[config.mk]
export PLATFORM = sky130hd
export DESIGN_NAME = bounded_set_engine
export DESIGN_NICKNAME = d
export VERILOG_FILES = /design/src/hdl/bse_pkg.sv /design/src/hdl/bse_store.sv /design/src/hdl/bounded_set_engine.sv
export VERILOG_INCLUDE_DIRS = /design/src /design/src/hdl
export SDC_FILE = /design/constraint.sdc
export NUM_CORES = 2
export LEC_CHECK = 0
export BUFFER_PORTS_ARGS = -buffer_cell sky130_fd_sc_hd__clkbuf_2
export CORE_ASPECT_RATIO = 0.8
export CORE_MARGIN = 1
export CORE_UTILIZATION = 56
export CTS_CLUSTER_DIAMETER = 100
export CTS_CLUSTER_SIZE = 20
export DETAILED_ROUTE_END_ITERATION = 12
export GPL_TIMING_DRIVEN = 1
export PLACE_DENSITY = 0.76
export SLEW_MARGIN = 20
export SYNTH_ARGS = -nofsm -noshare
export SYNTH_HDL_FRONTEND = slang
export SYNTH_HIERARCHICAL = 1
export SYNTH_SLANG_ARGS = --single-unit
[constraint.sdc]
create_clock -name clk_i -period 3.68 [get_ports clk_i]
set_input_delay 0.368 -clock clk_i [delete_from_list [all_inputs] [get_ports clk_i]]
set_output_delay 0.368 -clock clk_i [all_outputs]
set_load 0.02 [all_outputs]
[src/hdl/bounded_set_engine_defines.svh]
// ----------------------------------------------------------------------------
// bounded_set_engine_defines
// assertion macros shared by the set engine rtl
// ----------------------------------------------------------------------------
`ifndef BOUNDED_SET_ENGINE_DEFINES_SVH
`define BOUNDED_SET_ENGINE_DEFINES_SVH

// same-cycle implication, checked out of reset
`define BSE_ASSERT_IMPL(label, clk, rst_n, ante, cons) \
  label: assert property (@(posedge clk) disable iff (!rst_n) (ante) |-> (cons)) \
    else $error("bounded_set_engine: assertion failed");

// next-cycle implication, checked out of reset
`define BSE_ASSERT_NEXT(label, clk, rst_n, ante, cons) \
  label: assert property (@(posedge clk) disable iff (!rst_n) (ante) |=> (cons)) \
    else $error("bounded_set_engine: assertion failed");

`endif

[src/hdl/bse_pkg.sv]
// ----------------------------------------------------------------------------
// bse_pkg
// shared types and constants of the bounded set engine
// ----------------------------------------------------------------------------
`default_nettype none

package bse_pkg;

  localparam int DATA_W          = 32;
  localparam int OP_W            = 3;
  localparam int STATUS_W        = 3;
  localparam int CAP_W           = 5;
  localparam int DEF_MAX_ENTRIES = 16;
  localparam int MAX_RESULTS     = 32;
  localparam int RES_W           = $clog2(MAX_RESULTS + 1);

  localparam logic [CAP_W-1:0] CAP_RESET = CAP_W'(16);

  // op codes
  localparam logic [OP_W-1:0] OP_ADD_A   = 3'd0;
  localparam logic [OP_W-1:0] OP_ADD_B   = 3'd1;
  localparam logic [OP_W-1:0] OP_QUERY_A = 3'd2;
  localparam logic [OP_W-1:0] OP_QUERY_B = 3'd3;
  localparam logic [OP_W-1:0] OP_INTER   = 3'd4;
  localparam logic [OP_W-1:0] OP_UNION   = 3'd5;
  localparam logic [OP_W-1:0] OP_CLEAR   = 3'd6;

  // status codes
  localparam logic [STATUS_W-1:0] ST_ADDED  = 3'd0;
  localparam logic [STATUS_W-1:0] ST_FULL   = 3'd1;
  localparam logic [STATUS_W-1:0] ST_DUP    = 3'd2;
  localparam logic [STATUS_W-1:0] ST_FOUND  = 3'd3;
  localparam logic [STATUS_W-1:0] ST_ABSENT = 3'd4;
  localparam logic [STATUS_W-1:0] ST_MEMBER = 3'd5;
  localparam logic [STATUS_W-1:0] ST_EMPTY  = 3'd6;

  // register indexes
  localparam logic REG_CAPACITY_A = 1'b0;
  localparam logic REG_CAPACITY_B = 1'b1;

  // store control from the sequencer
  typedef struct packed {
    logic wr_a;
    logic wr_b;
    logic rd_b;
  } bse_ctl_t;

endpackage

`default_nettype wire

[src/hdl/bse_store.sv]
// ----------------------------------------------------------------------------
// bse_store
// element memories of both sets with registered read and the shared comparator
// ----------------------------------------------------------------------------
`default_nettype none

module bse_store #(
  parameter int MAX_ENTRIES = bse_pkg::DEF_MAX_ENTRIES
) (
  input  wire                                               clk_i,
  input  wire  bse_pkg::bse_ctl_t                           ctl_i,
  input  wire  [(MAX_ENTRIES > 1 ? $clog2(MAX_ENTRIES) : 1)-1:0] waddr_i,
  input  wire  [(MAX_ENTRIES > 1 ? $clog2(MAX_ENTRIES) : 1)-1:0] raddr_i,
  input  wire  [bse_pkg::DATA_W-1:0]                        wdata_i,
  input  wire  [bse_pkg::DATA_W-1:0]                        key_i,
  output logic [bse_pkg::DATA_W-1:0]                        rdata_o,
  output logic                                              match_o
);
  import bse_pkg::*;

  logic [DATA_W-1:0] mem_a [MAX_ENTRIES];
  logic [DATA_W-1:0] mem_b [MAX_ENTRIES];
  logic [DATA_W-1:0] rd_a_q;
  logic [DATA_W-1:0] rd_b_q;
  logic              sel_b_q;

  always_ff @(posedge clk_i) begin
    if (ctl_i.wr_a) begin
      mem_a[waddr_i] <= wdata_i;
    end
    if (ctl_i.wr_b) begin
      mem_b[waddr_i] <= wdata_i;
    end
    rd_a_q  <= mem_a[raddr_i];
    rd_b_q  <= mem_b[raddr_i];
    sel_b_q <= ctl_i.rd_b;
  end

  assign rdata_o = sel_b_q ? rd_b_q : rd_a_q;
  assign match_o = (rdata_o == key_i);

endmodule

`default_nettype wire

[src/hdl/bounded_set_engine.sv]
// ----------------------------------------------------------------------------
// bounded_set_engine
// two bounded sets of 32-bit integers with add, query, clear, intersection
// and union streaming
// ----------------------------------------------------------------------------
// One word is taken at a time; s_axis_tready is high only while the sequencer
// is idle. All work runs through one memory read port per set and a single
// 32-bit comparator, looking at one stored element at a time. Add and
// query scan the addressed set until a match or its end; a full add does
// not scan. Intersection scans B for each element of A, union emits A and
// then scans A for each element of B; the output side can stall. Results go
// out through a one-word output register and a one-word holding stage, so a
// stream is known to end before its last word is marked. The element
// memories are not cleared; only entries below each set's count are read.
// ----------------------------------------------------------------------------
`default_nettype none
`include "bounded_set_engine_defines.svh"

module bounded_set_engine #(
  parameter int MAX_ENTRIES = bse_pkg::DEF_MAX_ENTRIES
) (
  input  wire                            clk_i,
  input  wire                            rst_ni,
  // configuration
  input  wire                            cfg_we_i,
  input  wire                            cfg_idx_i,
  input  wire  [bse_pkg::CAP_W-1:0]      cfg_data_i,
  // input stream
  input  wire                            s_axis_tvalid,
  output logic                           s_axis_tready,
  input  wire  [bse_pkg::DATA_W-1:0]     s_axis_tdata,  // value
  input  wire  [bse_pkg::OP_W-1:0]       s_axis_tuser,  // op
  // result stream
  output logic                           m_axis_tvalid,
  input  wire                            m_axis_tready,
  output logic [bse_pkg::DATA_W-1:0]     m_axis_tdata,  // element
  output logic [bse_pkg::STATUS_W-1:0]   m_axis_tuser,  // status
  output logic                           m_axis_tlast
);
  import bse_pkg::*;

  localparam int IDX_W = (MAX_ENTRIES > 1) ? $clog2(MAX_ENTRIES) : 1;
  localparam int CNT_W = $clog2(MAX_ENTRIES + 1);
  localparam int CMP_W = (CNT_W > CAP_W) ? CNT_W : CAP_W;

  localparam int          SQ_W     = 4;
  localparam [SQ_W-1:0]   S_IDLE   = 4'd0;
  localparam [SQ_W-1:0]   S_FETCH  = 4'd1;
  localparam [SQ_W-1:0]   S_CMP    = 4'd2;
  localparam [SQ_W-1:0]   S_RESULT = 4'd3;
  localparam [SQ_W-1:0]   S_OFETCH = 4'd4;
  localparam [SQ_W-1:0]   S_OKEY   = 4'd5;
  localparam [SQ_W-1:0]   S_ADV    = 4'd6;
  localparam [SQ_W-1:0]   S_EMIT   = 4'd7;
  localparam [SQ_W-1:0]   S_FINAL  = 4'd8;
  localparam [SQ_W-1:0]   S_FLUSH  = 4'd9;

  logic [SQ_W-1:0]     state_q, state_d;
  logic [OP_W-1:0]     op_q, op_d;
  logic [CNT_W-1:0]    cnt_a_q, cnt_a_d, cnt_b_q, cnt_b_d;
  logic [CAP_W-1:0]    cap_a_q, cap_b_q;
  logic [CNT_W-1:0]    idx_q, idx_d, oidx_q, oidx_d, scan_n_q, scan_n_d;
  logic                scan_b_q, scan_b_d, hit_q, hit_d, phase_q, phase_d;
  logic [STATUS_W-1:0] status_q, status_d;
  logic                pend_v_q, pend_v_d;
  logic [RES_W-1:0]    res_cnt_q, res_cnt_d;
  logic                m_valid_q, m_valid_d;

  logic [DATA_W-1:0]   value_q, value_d, key_q, key_d, pend_q, pend_d;
  logic [DATA_W-1:0]   m_elem_q, m_elem_d;
  logic [STATUS_W-1:0] m_status_q, m_status_d;
  logic                m_last_q, m_last_d;

  bse_ctl_t            ctl;
  logic [IDX_W-1:0]    raddr, waddr;
  logic [DATA_W-1:0]   rdata;
  logic                match;
  logic                out_free, full_a, full_b, in_acc;
  logic [CNT_W-1:0]    oidx_nx, olimit;

  bse_store #(
    .MAX_ENTRIES (MAX_ENTRIES)
  ) u_store (
    .clk_i   (clk_i),
    .ctl_i   (ctl),
    .waddr_i (waddr),
    .raddr_i (raddr),
    .wdata_i (value_q),
    .key_i   (key_q),
    .rdata_o (rdata),
    .match_o (match)
  );

  assign s_axis_tready = (state_q == S_IDLE);
  assign in_acc        = s_axis_tvalid && s_axis_tready;
  assign out_free      = !m_valid_q || m_axis_tready;
  assign full_a        = (CMP_W'(cnt_a_q) >= CMP_W'(cap_a_q)) ||
                         (cnt_a_q == CNT_W'(MAX_ENTRIES));
  assign full_b        = (CMP_W'(cnt_b_q) >= CMP_W'(cap_b_q)) ||
                         (cnt_b_q == CNT_W'(MAX_ENTRIES));
  assign oidx_nx       = oidx_q + CNT_W'(1);
  assign olimit        = phase_q ? cnt_b_q : cnt_a_q;
  assign waddr         = (op_q == OP_ADD_A) ? cnt_a_q[IDX_W-1:0] : cnt_b_q[IDX_W-1:0];

  always_comb begin
    state_d    = state_q;
    op_d       = op_q;
    cnt_a_d    = cnt_a_q;
    cnt_b_d    = cnt_b_q;
    idx_d      = idx_q;
    oidx_d     = oidx_q;
    scan_n_d   = scan_n_q;
    scan_b_d   = scan_b_q;
    hit_d      = hit_q;
    phase_d    = phase_q;
    status_d   = status_q;
    pend_v_d   = pend_v_q;
    res_cnt_d  = res_cnt_q;
    value_d    = value_q;
    key_d      = key_q;
    pend_d     = pend_q;
    m_valid_d  = m_valid_q && !m_axis_tready;
    m_elem_d   = m_elem_q;
    m_status_d = m_status_q;
    m_last_d   = m_last_q;
    ctl        = '0;
    raddr      = idx_q[IDX_W-1:0];

    case (state_q)
      S_IDLE: begin
        if (in_acc) begin
          op_d      = s_axis_tuser;
          value_d   = s_axis_tdata;
          key_d     = s_axis_tdata;
          idx_d     = '0;
          oidx_d    = '0;
          hit_d     = 1'b0;
          phase_d   = 1'b0;
          res_cnt_d = '0;
          case (s_axis_tuser)
            OP_ADD_A, OP_QUERY_A: begin
              scan_b_d = 1'b0;
              scan_n_d = cnt_a_q;
              if ((s_axis_tuser == OP_ADD_A) && full_a) begin
                status_d = ST_FULL;
                state_d  = S_FINAL;
              end else begin
                state_d = (cnt_a_q == '0) ? S_RESULT : S_FETCH;
              end
            end
            OP_ADD_B, OP_QUERY_B: begin
              scan_b_d = 1'b1;
              scan_n_d = cnt_b_q;
              if ((s_axis_tuser == OP_ADD_B) && full_b) begin
                status_d = ST_FULL;
                state_d  = S_FINAL;
              end else begin
                state_d = (cnt_b_q == '0) ? S_RESULT : S_FETCH;
              end
            end
            OP_INTER: begin
              state_d = (cnt_a_q == '0) ? S_FLUSH : S_OFETCH;
            end
            OP_UNION: begin
              if (cnt_a_q != '0) begin
                state_d = S_OFETCH;
              end else if (cnt_b_q != '0) begin
                phase_d = 1'b1;
                state_d = S_OFETCH;
              end else begin
                state_d = S_FLUSH;
              end
            end
            OP_CLEAR: begin
              cnt_a_d  = '0;
              cnt_b_d  = '0;
              status_d = ST_EMPTY;
              state_d  = S_FINAL;
            end
            default: begin
              state_d = S_IDLE;
            end
          endcase
        end
      end

      S_FETCH: begin
        ctl.rd_b = scan_b_q;
        state_d  = S_CMP;
      end

      S_CMP: begin
        if (match) begin
          hit_d   = 1'b1;
          state_d = S_RESULT;
        end else if ((idx_q + CNT_W'(1)) == scan_n_q) begin
          state_d = S_RESULT;
        end else begin
          idx_d   = idx_q + CNT_W'(1);
          state_d = S_FETCH;
        end
      end

      S_RESULT: begin
        case (op_q)
          OP_ADD_A: begin
            status_d = hit_q ? ST_DUP : ST_ADDED;
            if (!hit_q) begin
              ctl.wr_a = 1'b1;
              cnt_a_d  = cnt_a_q + CNT_W'(1);
            end
            state_d = S_FINAL;
          end
          OP_ADD_B: begin
            status_d = hit_q ? ST_DUP : ST_ADDED;
            if (!hit_q) begin
              ctl.wr_b = 1'b1;
              cnt_b_d  = cnt_b_q + CNT_W'(1);
            end
            state_d = S_FINAL;
          end
          OP_QUERY_A, OP_QUERY_B: begin
            status_d = hit_q ? ST_FOUND : ST_ABSENT;
            state_d  = S_FINAL;
          end
          OP_INTER: begin
            state_d = hit_q ? S_EMIT : S_ADV;
          end
          default: begin
            state_d = hit_q ? S_ADV : S_EMIT;
          end
        endcase
      end

      S_OFETCH: begin
        raddr    = oidx_q[IDX_W-1:0];
        ctl.rd_b = phase_q;
        state_d  = S_OKEY;
      end

      S_OKEY: begin
        key_d = rdata;
        idx_d = '0;
        hit_d = 1'b0;
        if (op_q == OP_INTER) begin
          scan_b_d = 1'b1;
          scan_n_d = cnt_b_q;
          state_d  = (cnt_b_q == '0) ? S_RESULT : S_FETCH;
        end else if (!phase_q) begin
          state_d = S_EMIT;
        end else begin
          scan_b_d = 1'b0;
          scan_n_d = cnt_a_q;
          state_d  = (cnt_a_q == '0) ? S_RESULT : S_FETCH;
        end
      end

      S_ADV: begin
        if (oidx_nx != olimit) begin
          oidx_d  = oidx_nx;
          state_d = S_OFETCH;
        end else if ((op_q == OP_UNION) && !phase_q && (cnt_b_q != '0)) begin
          phase_d = 1'b1;
          oidx_d  = '0;
          state_d = S_OFETCH;
        end else begin
          state_d = S_FLUSH;
        end
      end

      S_EMIT: begin
        if (!pend_v_q || out_free) begin
          if (pend_v_q) begin
            m_valid_d  = 1'b1;
            m_elem_d   = pend_q;
            m_status_d = ST_MEMBER;
            m_last_d   = 1'b0;
          end
          pend_d    = key_q;
          pend_v_d  = 1'b1;
          res_cnt_d = res_cnt_q + RES_W'(1);
          state_d   = ((res_cnt_q + RES_W'(1)) == RES_W'(MAX_RESULTS)) ? S_FLUSH : S_ADV;
        end
      end

      S_FINAL: begin
        if (out_free) begin
          m_valid_d  = 1'b1;
          m_elem_d   = value_q;
          m_status_d = status_q;
          m_last_d   = 1'b1;
          state_d    = S_IDLE;
        end
      end

      S_FLUSH: begin
        if (out_free) begin
          m_valid_d  = 1'b1;
          m_elem_d   = pend_v_q ? pend_q : value_q;
          m_status_d = pend_v_q ? ST_MEMBER : ST_EMPTY;
          m_last_d   = 1'b1;
          pend_v_d   = 1'b0;
          state_d    = S_IDLE;
        end
      end

      default: begin
        state_d = S_IDLE;
      end
    endcase
  end

  always_ff @(posedge clk_i or negedge rst_ni) begin
    if (!rst_ni) begin
      state_q   <= S_IDLE;
      op_q      <= OP_CLEAR;
      cnt_a_q   <= '0;
      cnt_b_q   <= '0;
      cap_a_q   <= CAP_RESET;
      cap_b_q   <= CAP_RESET;
      idx_q     <= '0;
      oidx_q    <= '0;
      scan_n_q  <= '0;
      scan_b_q  <= 1'b0;
      hit_q     <= 1'b0;
      phase_q   <= 1'b0;
      status_q  <= ST_EMPTY;
      pend_v_q  <= 1'b0;
      res_cnt_q <= '0;
      m_valid_q <= 1'b0;
    end else begin
      state_q   <= state_d;
      op_q      <= op_d;
      cnt_a_q   <= cnt_a_d;
      cnt_b_q   <= cnt_b_d;
      idx_q     <= idx_d;
      oidx_q    <= oidx_d;
      scan_n_q  <= scan_n_d;
      scan_b_q  <= scan_b_d;
      hit_q     <= hit_d;
      phase_q   <= phase_d;
      status_q  <= status_d;
      pend_v_q  <= pend_v_d;
      res_cnt_q <= res_cnt_d;
      m_valid_q <= m_valid_d;
      if (cfg_we_i) begin
        case (cfg_idx_i)
          REG_CAPACITY_A: cap_a_q <= cfg_data_i;
          REG_CAPACITY_B: cap_b_q <= cfg_data_i;
          default: begin
            cap_a_q <= cap_a_q;
          end
        endcase
      end
    end
  end

  always_ff @(posedge clk_i) begin
    value_q    <= value_d;
    key_q      <= key_d;
    pend_q     <= pend_d;
    m_elem_q   <= m_elem_d;
    m_status_q <= m_status_d;
    m_last_q   <= m_last_d;
  end

  assign m_axis_tvalid = m_valid_q;
  assign m_axis_tdata  = m_elem_q;
  assign m_axis_tuser  = m_status_q;
  assign m_axis_tlast  = m_last_q;

  `BSE_ASSERT_IMPL(a_idle_no_pending, clk_i, rst_ni, state_q == S_IDLE, !pend_v_q)
  `BSE_ASSERT_IMPL(a_counts_bounded, clk_i, rst_ni, 1'b1,
                   (cnt_a_q <= CNT_W'(MAX_ENTRIES)) && (cnt_b_q <= CNT_W'(MAX_ENTRIES)))
  `BSE_ASSERT_NEXT(a_clear_empties, clk_i, rst_ni,
                   s_axis_tvalid && s_axis_tready && (s_axis_tuser == OP_CLEAR),
                   (cnt_a_q == '0) && (cnt_b_q == '0))
  `BSE_ASSERT_IMPL(a_open_stream_held, clk_i, rst_ni,
                   m_axis_tvalid && !m_axis_tlast, pend_v_q)

endmodule

`default_nettype wire
# Word level (Yosys, flattened, before mapping)
# Memory sizes are Yosys's and may differ from the RTL's. A register that Yosys moved wholly into a read port is not among the register bits.
# Cells that the tools add are included.
# totals
in_bits	46
elab_cells	240
ramBits	1024
out_inout_bits	38
memories	2
register_bits	189
# op_classes
muxes	106
reduce_logical	53
n_addsub	5
n_lt_le_gt_ge	2
n_eq_ne	48
n_bitwise	1
# mem_list
name	depth	word_bits	rd	rd_clocked_by_memory_dff	wr	line_no	rtl
u_store.mem_a	16	32	1	1	1	bse_store.sv:21	logic [DATA_W-1:0] mem_a [MAX_ENTRIES];
u_store.mem_b	16	32	1	1	1	bse_store.sv:22	logic [DATA_W-1:0] mem_b [MAX_ENTRIES];
# op_table
cell	n
$mux W32	7
$pmux W32 S3	1
$mux W5	15
$pmux W32 S2	1
$mux W4	13
$pmux W5 S2	5
$pmux W4 S9	1
$eq A32 B32 Y1	1
$mux W3	10
$mux W1	28
$ne A2 B2 Y1 const B	12
$add A5 B1 Y5 const B	4
$pmux W4 S5	1
$pmux W3 S3	2
$eq A4 B3 Y1 const B	4
$reduce_and A4 Y1	4
$eq A3 B3 Y1 const B	5
$pmux W5 S3	1
$reduce_and A3 Y1	5
$reduce_and A5 Y1	3
$mux W2	7
$pmux W1 S2	7
$eq A3 B2 Y1 const B	4
$mux W6	2
33 further kinds	72

# Depth between registers and ports, before layout
# logic_depth
depth_word	7
depth_mapped	12
depth_no_buf	10

# Cells and area by module
# Netlist, hierarchy kept.
# by_module_without_submodules
module	n_inst	area_per_inst_um2	cells_per_inst	seq_area_each_um2
bse_store	1	40651.5	1607	32050.7
bounded_set_engine	1	8456.9	625	5372.7

# Worst setup path before layout
# No wires, ideal clock.
# synth_path
path_kind	reg-to-reg
from	reg state_q[2]
to	mem u_store.mem_a[0][0] (enable)
setup_ns	0.421
path_slack_ns	-0.208
required_time_ns	3.259
n_path_buf	1
path_stages_with_launch	7
t_arrival_ns	3.467
synth_period_minus_slack_ns	3.888
cell_sequence	dfrtp_1 nor4bb_1 clkbuf_1 nand2b_1 nor4_1 or3b_2 nor2_1
# synth_lines
element	line_no	rtl
start: declaration	bounded_set_engine.sv:58	logic [SQ_W-1:0] state_q, state_d;
start signal: assignment	bounded_set_engine.sv:332	state_q <= state_d;
end: declaration	bse_store.sv:21	

# Final worst setup path
# layout_path
from	reg u_store.sel_b_q
to	reg idx_q[0]
# layout_between
elab_chain_len	4
# layout_rtl
element	line_no	rtl
start: declaration	bse_store.sv:25	logic sel_b_q;
start signal: assignment	bse_store.sv:36	sel_b_q <= ctl_i.rd_b;
$mux W32	bse_store.sv:39	assign rdata_o = sel_b_q ? rd_b_q : rd_a_q;
named net rdata[18]	bounded_set_engine.sv:76	logic [DATA_W-1:0] rdata;
$eq A32 B32 Y1	bse_store.sv:40	assign match_o = (rdata_o == key_i);
named net match	bounded_set_engine.sv:77	logic match;
$ne A2 B2 Y1 (no line)	-	
$reduce_and A4 Y1 (no line)	-	
end signal: assignment	bounded_set_engine.sv:336	idx_q <= idx_d;
end: declaration	bounded_set_engine.sv:62	logic [CNT_W-1:0] idx_q, idx_d, oidx_q, oidx_d, scan_n_q, scan_n_d;
# The timed path passes the listed nets, and every way through them passes these cells.
# A chain may end at the register's enable or synchronous reset.

==> summary.md <==
| Metric | Value |
|---|---|
| Area delta synth->final | `11.29%` |
| Total wire length | `117.5 mm` |
| Yosys warning count | `6` |
| Most frequent cells in the layout | `edfxtp_1, mux4_2, mux2_2` |
| Core ar. | `0.08624 mm2` |
| Critical path peak fanout | `19` |
| R2R Path Start | `u_store/sel_b_q` |
| Min-Delay Path Class | `input port to flip-flop` |
| Slew of the pin with the lowest slew margin | `1.042 ns` |
| Cell variety after synth | `68` |
| FMAX | `278.6 MHz` |
| Dominant synthesized flop cell | `edfxtp_1` |
| Clock Sink Count | `1277` |
| Post-DP HPWL | `68.34 mm` |
| Period utilization | `0.9755` |
| Post-Syn Nets | `2295` |
| Reg2Reg Depth | `10` |
| FF+latch count, synth | `1277` |
| Die area | `0.08889 mm2` |
| GR Util met3 | `0.08762` |
| Global router's overall resource usage | `0.2670` |
| Met1 global-route usage | `0.3854` |
| RSZ-0062 raised after global routing | `false` |
| Most common cell after layout, fill and taps aside | `edfxtp_1` |
| Routed Antenna Nets | `0` |
| CTS clk-pin slew, worst paths | `0.09 ns` |
| Placed Instance Area | `0.05214 mm2` |
| GR Util met2 | `0.4014` |
| Power per cell area | `628.2 mW/mm2` |
| R2R Path End | `idx_q[0]` |
| Worst setup path end | `idx_q[0]` |
| Core Rows | `96` |
| Area of the multi-input gates | `0.01133 mm2` |
| TNS Setup | `0 ns` |
| Final core occ | `0.6337` |
| Initial antenna violation count | `3` |
| CTS tree | `done` |
| Largest net degree at the start of global routing | `51` |
| Worst setup SP type | `flip-flop` |
| Reg area | `0.03742 mm2` |
| Final hold vios | `0` |
| Clk_lat worst skew | `0.67 ns` |
| Final setup vio count | `0` |
| Vias | `24006` |
| Worst EP required | `4.23 ns` |
| Chip width | `333.1 um` |
| Busiest grt layer | `met2` |
| First-pass iteration count of the detailed router | `6` |
| Synth top area cells | `edfxtp_1, mux4_2, dfxtp_1, dfrtp_1, mux2_2` |
| GRT overflow | `0` |
| Cell taking the most area after synthesis | `edfxtp_1` |
| Starting density of the core | `0.5694` |
| Max Cap Viol | `0` |
| Vias/cell | `6.622` |
| Crit path kind | `flip-flop to flip-flop` |
| Fillers | `5504` |
| Post-Syn Instances | `2232` |
| Share of the synthesized area in the top cell type | `0.7069` |
| Avg WL per Cell | `32.40 um` |
| DRC | `0` |
| Ant diodes | `0` |
| Total CTS buffers | `73` |
| Total power | `34.33 mW` |
| Synth Area per Inst | `22.00 um2` |
| Number of global-route vias before repair | `23944` |
| Chip Height | `266.9 um` |
| Final instance area | `0.05465 mm2` |
| Non-filler cells in the finished layout | `3625` |
| Post-CTS Setup Bufs | `0` |
| Data arrival, critical path | `4.14 ns` |
| CP startpoint | `u_store/sel_b_q` |
| Post-synth EDFFs | `1156` |
| Status | `finished, final reports clean` |
| Slowest cell delay on critical path | `0.70 ns` |
| Cells after DPL | `3460` |
| Max VDD drop | `424.3 uV` |
| WHS Path Cells | `1` |
| Crit path cell chain | `buf_12 > mux2_2 > xor2_1 > nor4_1 > nand4_1 > nor2_1 > inv_1 > o41ai_1 > nor2_1 > mux2_2` |
| GPL Wtd Cong | `0.8921` |
| Root buf cell | `clkbuf_16` |
| Htree depth | `3` |
| First-pass GRT wire length | `166.7 mm` |
| Worst Clk Skew | `0.02902 ns` |
| Seq/Total Area, Yosys | `0.7621` |
| I/O Buffers | `83` |
| Share of cells above drive strength 1 | `0.3058` |
| Final Max Tran Viols | `0` |
| Worst relative slew slack | `0.3053` |
| R2R Setup Slk | `0.09 ns` |
| Clk buf depth | `3` |
| Leak | `17.22 nW` |
| I/O Pins | `84` |
| Post-layout minimum cycle time | `3.590 ns` |
| CP max-delay cell | `nor4_1` |
| Mapped Area | `0.04911 mm2` |
| Asr flop ratio synth | `0.04385` |
| DR iter-0 viols | `3486` |
| CP Capture Type | `flip-flop` |
| Final net count | `2508` |
==> metal layers <==
metal | routed length (um) | vias to the layer above
met5 | 20 | -
li1 | - | 9622
met1 | 45600 | 12673
met4 | 2407 | 2
met3 | 15550 | 160
met2 | 53870 | 1549
==> cell type report <==
cell class | instances | area share
multi-input combinational | 826 | 0.2073
clock buffer | 122 | 0.03757
timing repair buffer | 241 | 0.04130
tap | 1127 | 0.02580
clock inverter | 6 | 0.001374
sequential | 1277 | 0.6848
inverter | 26 | 0.001877
==> stage by stage <==
step / hold WS (ns) / worst slack [ns]
4_1_cts: 0.006308 / 0.2935
5_1_grt: 0.001134 / 0.04159
6_report: 0.03814 / 0.09021
3_3_place_gp: 0.4042 / 0.05742
2_1_floorplan: 0.07241 / -0.2077
3_5_place_dp: 0.4162 / -0.04954
==> cells in the mapped netlist, types with 3 or more instances <==
cell and instances:
edfxtp_1 1156, mux4_2 312, mux2_2 110, nor2_1 71, dfxtp_1 65, clkbuf_1 52
dfrtp_1 50, nand2_1 47, xor2_1 41, o21ai_0 36, inv_1 24, a21oi_1 20
nand3_1 18, ha_1 17, buf_4 16, buf_1 15, buf_6 12, mux2i_1 12
nand2b_1 12, xnor2_1 12, nand4_1 10, nor4_1 10, mux4_1 8, nor3_1 8
and3_1 7, buf_2 7, dfstp_2 6, nor2b_1 6, nor3b_1 6, nand3b_1 5
a21o_1 4, a31oi_1 4, or3_1 4, a22oi_1 3, o211ai_1 3, o31ai_1 3
or4_1 3
==> registers in the layout (all words and copies together), names as in the netlist, 6 cells and up <==
signal,flops
u_store/mem_a,512
u_store/mem_b,512
key_q,32
m_axis_tdata,32
pend_q,32
u_store/rd_a_q,32
u_store/rd_b_q,32
value_q,32
res_cnt_q,6
==> logic make-up (layout without fill, tap and decap cells) <==
| kind of cell | after synthesis | in the layout | share of synthesized area |
|---|---|---|---|
| simple gates | 221 | 221 | 0.02285 |
| mux | 443 | 443 | 0.1753 |
| fa+ha+maj | 17 | 17 | 0.004331 |
| buf+inv | 129 | 395 | 0.01353 |
| xor+xnor | 56 | 56 | 0.01085 |
| compound gates | 89 | 89 | 0.01103 |
| flops | 1277 | 1277 | 0.7621 |
==> timing repair <==
| action | CTS | global route |
|---|---|---|
| pin swaps | 0 | 0 |
| endpoints found under the hold margin | 63 | 0 |
| gates resized for setup | 1 | 1 |
| cloned | 0 | 0 |
| setup endpoints to repair | 2 | 2 |
| hold buffers | 37 | 0 |
==> report_power, final <==
group,switching [mW],internal (mW)
clock network,4.51,3.87
logic,3.72,3.49
registers,1.28,17.5
total,9.51,24.8
==> how the worst min path moves through the flow <==
stage	startpoint	endpoint	slack [ns]
finish	s_axis_tdata[6]	value_q[6]	0.04
global route	s_axis_tdata[6]	value_q[6]	0.001
detailed placement	rst_ni	op_q[0]	0.42
CTS	s_axis_tuser[0]	op_q[0]	0.006
global placement	rst_ni	op_q[0]	0.40
floorplan	rst_ni	cap_a_q[0]	0.07
==> critical path: cells and delay by family, from the launching register on <==
kind | cells | cell delay (ns)
XOR/XNOR | 1 | 0.22
flip-flops | 1 | 0.62
multiplexers | 2 | 0.71
AND/OR/NAND/NOR | 4 | 1.38
AO/OA/AOI/OAI | 1 | 0.18
buffers and inverters | 2 | 0.34
No activity file was read; power rests on OpenSTA's default activity.
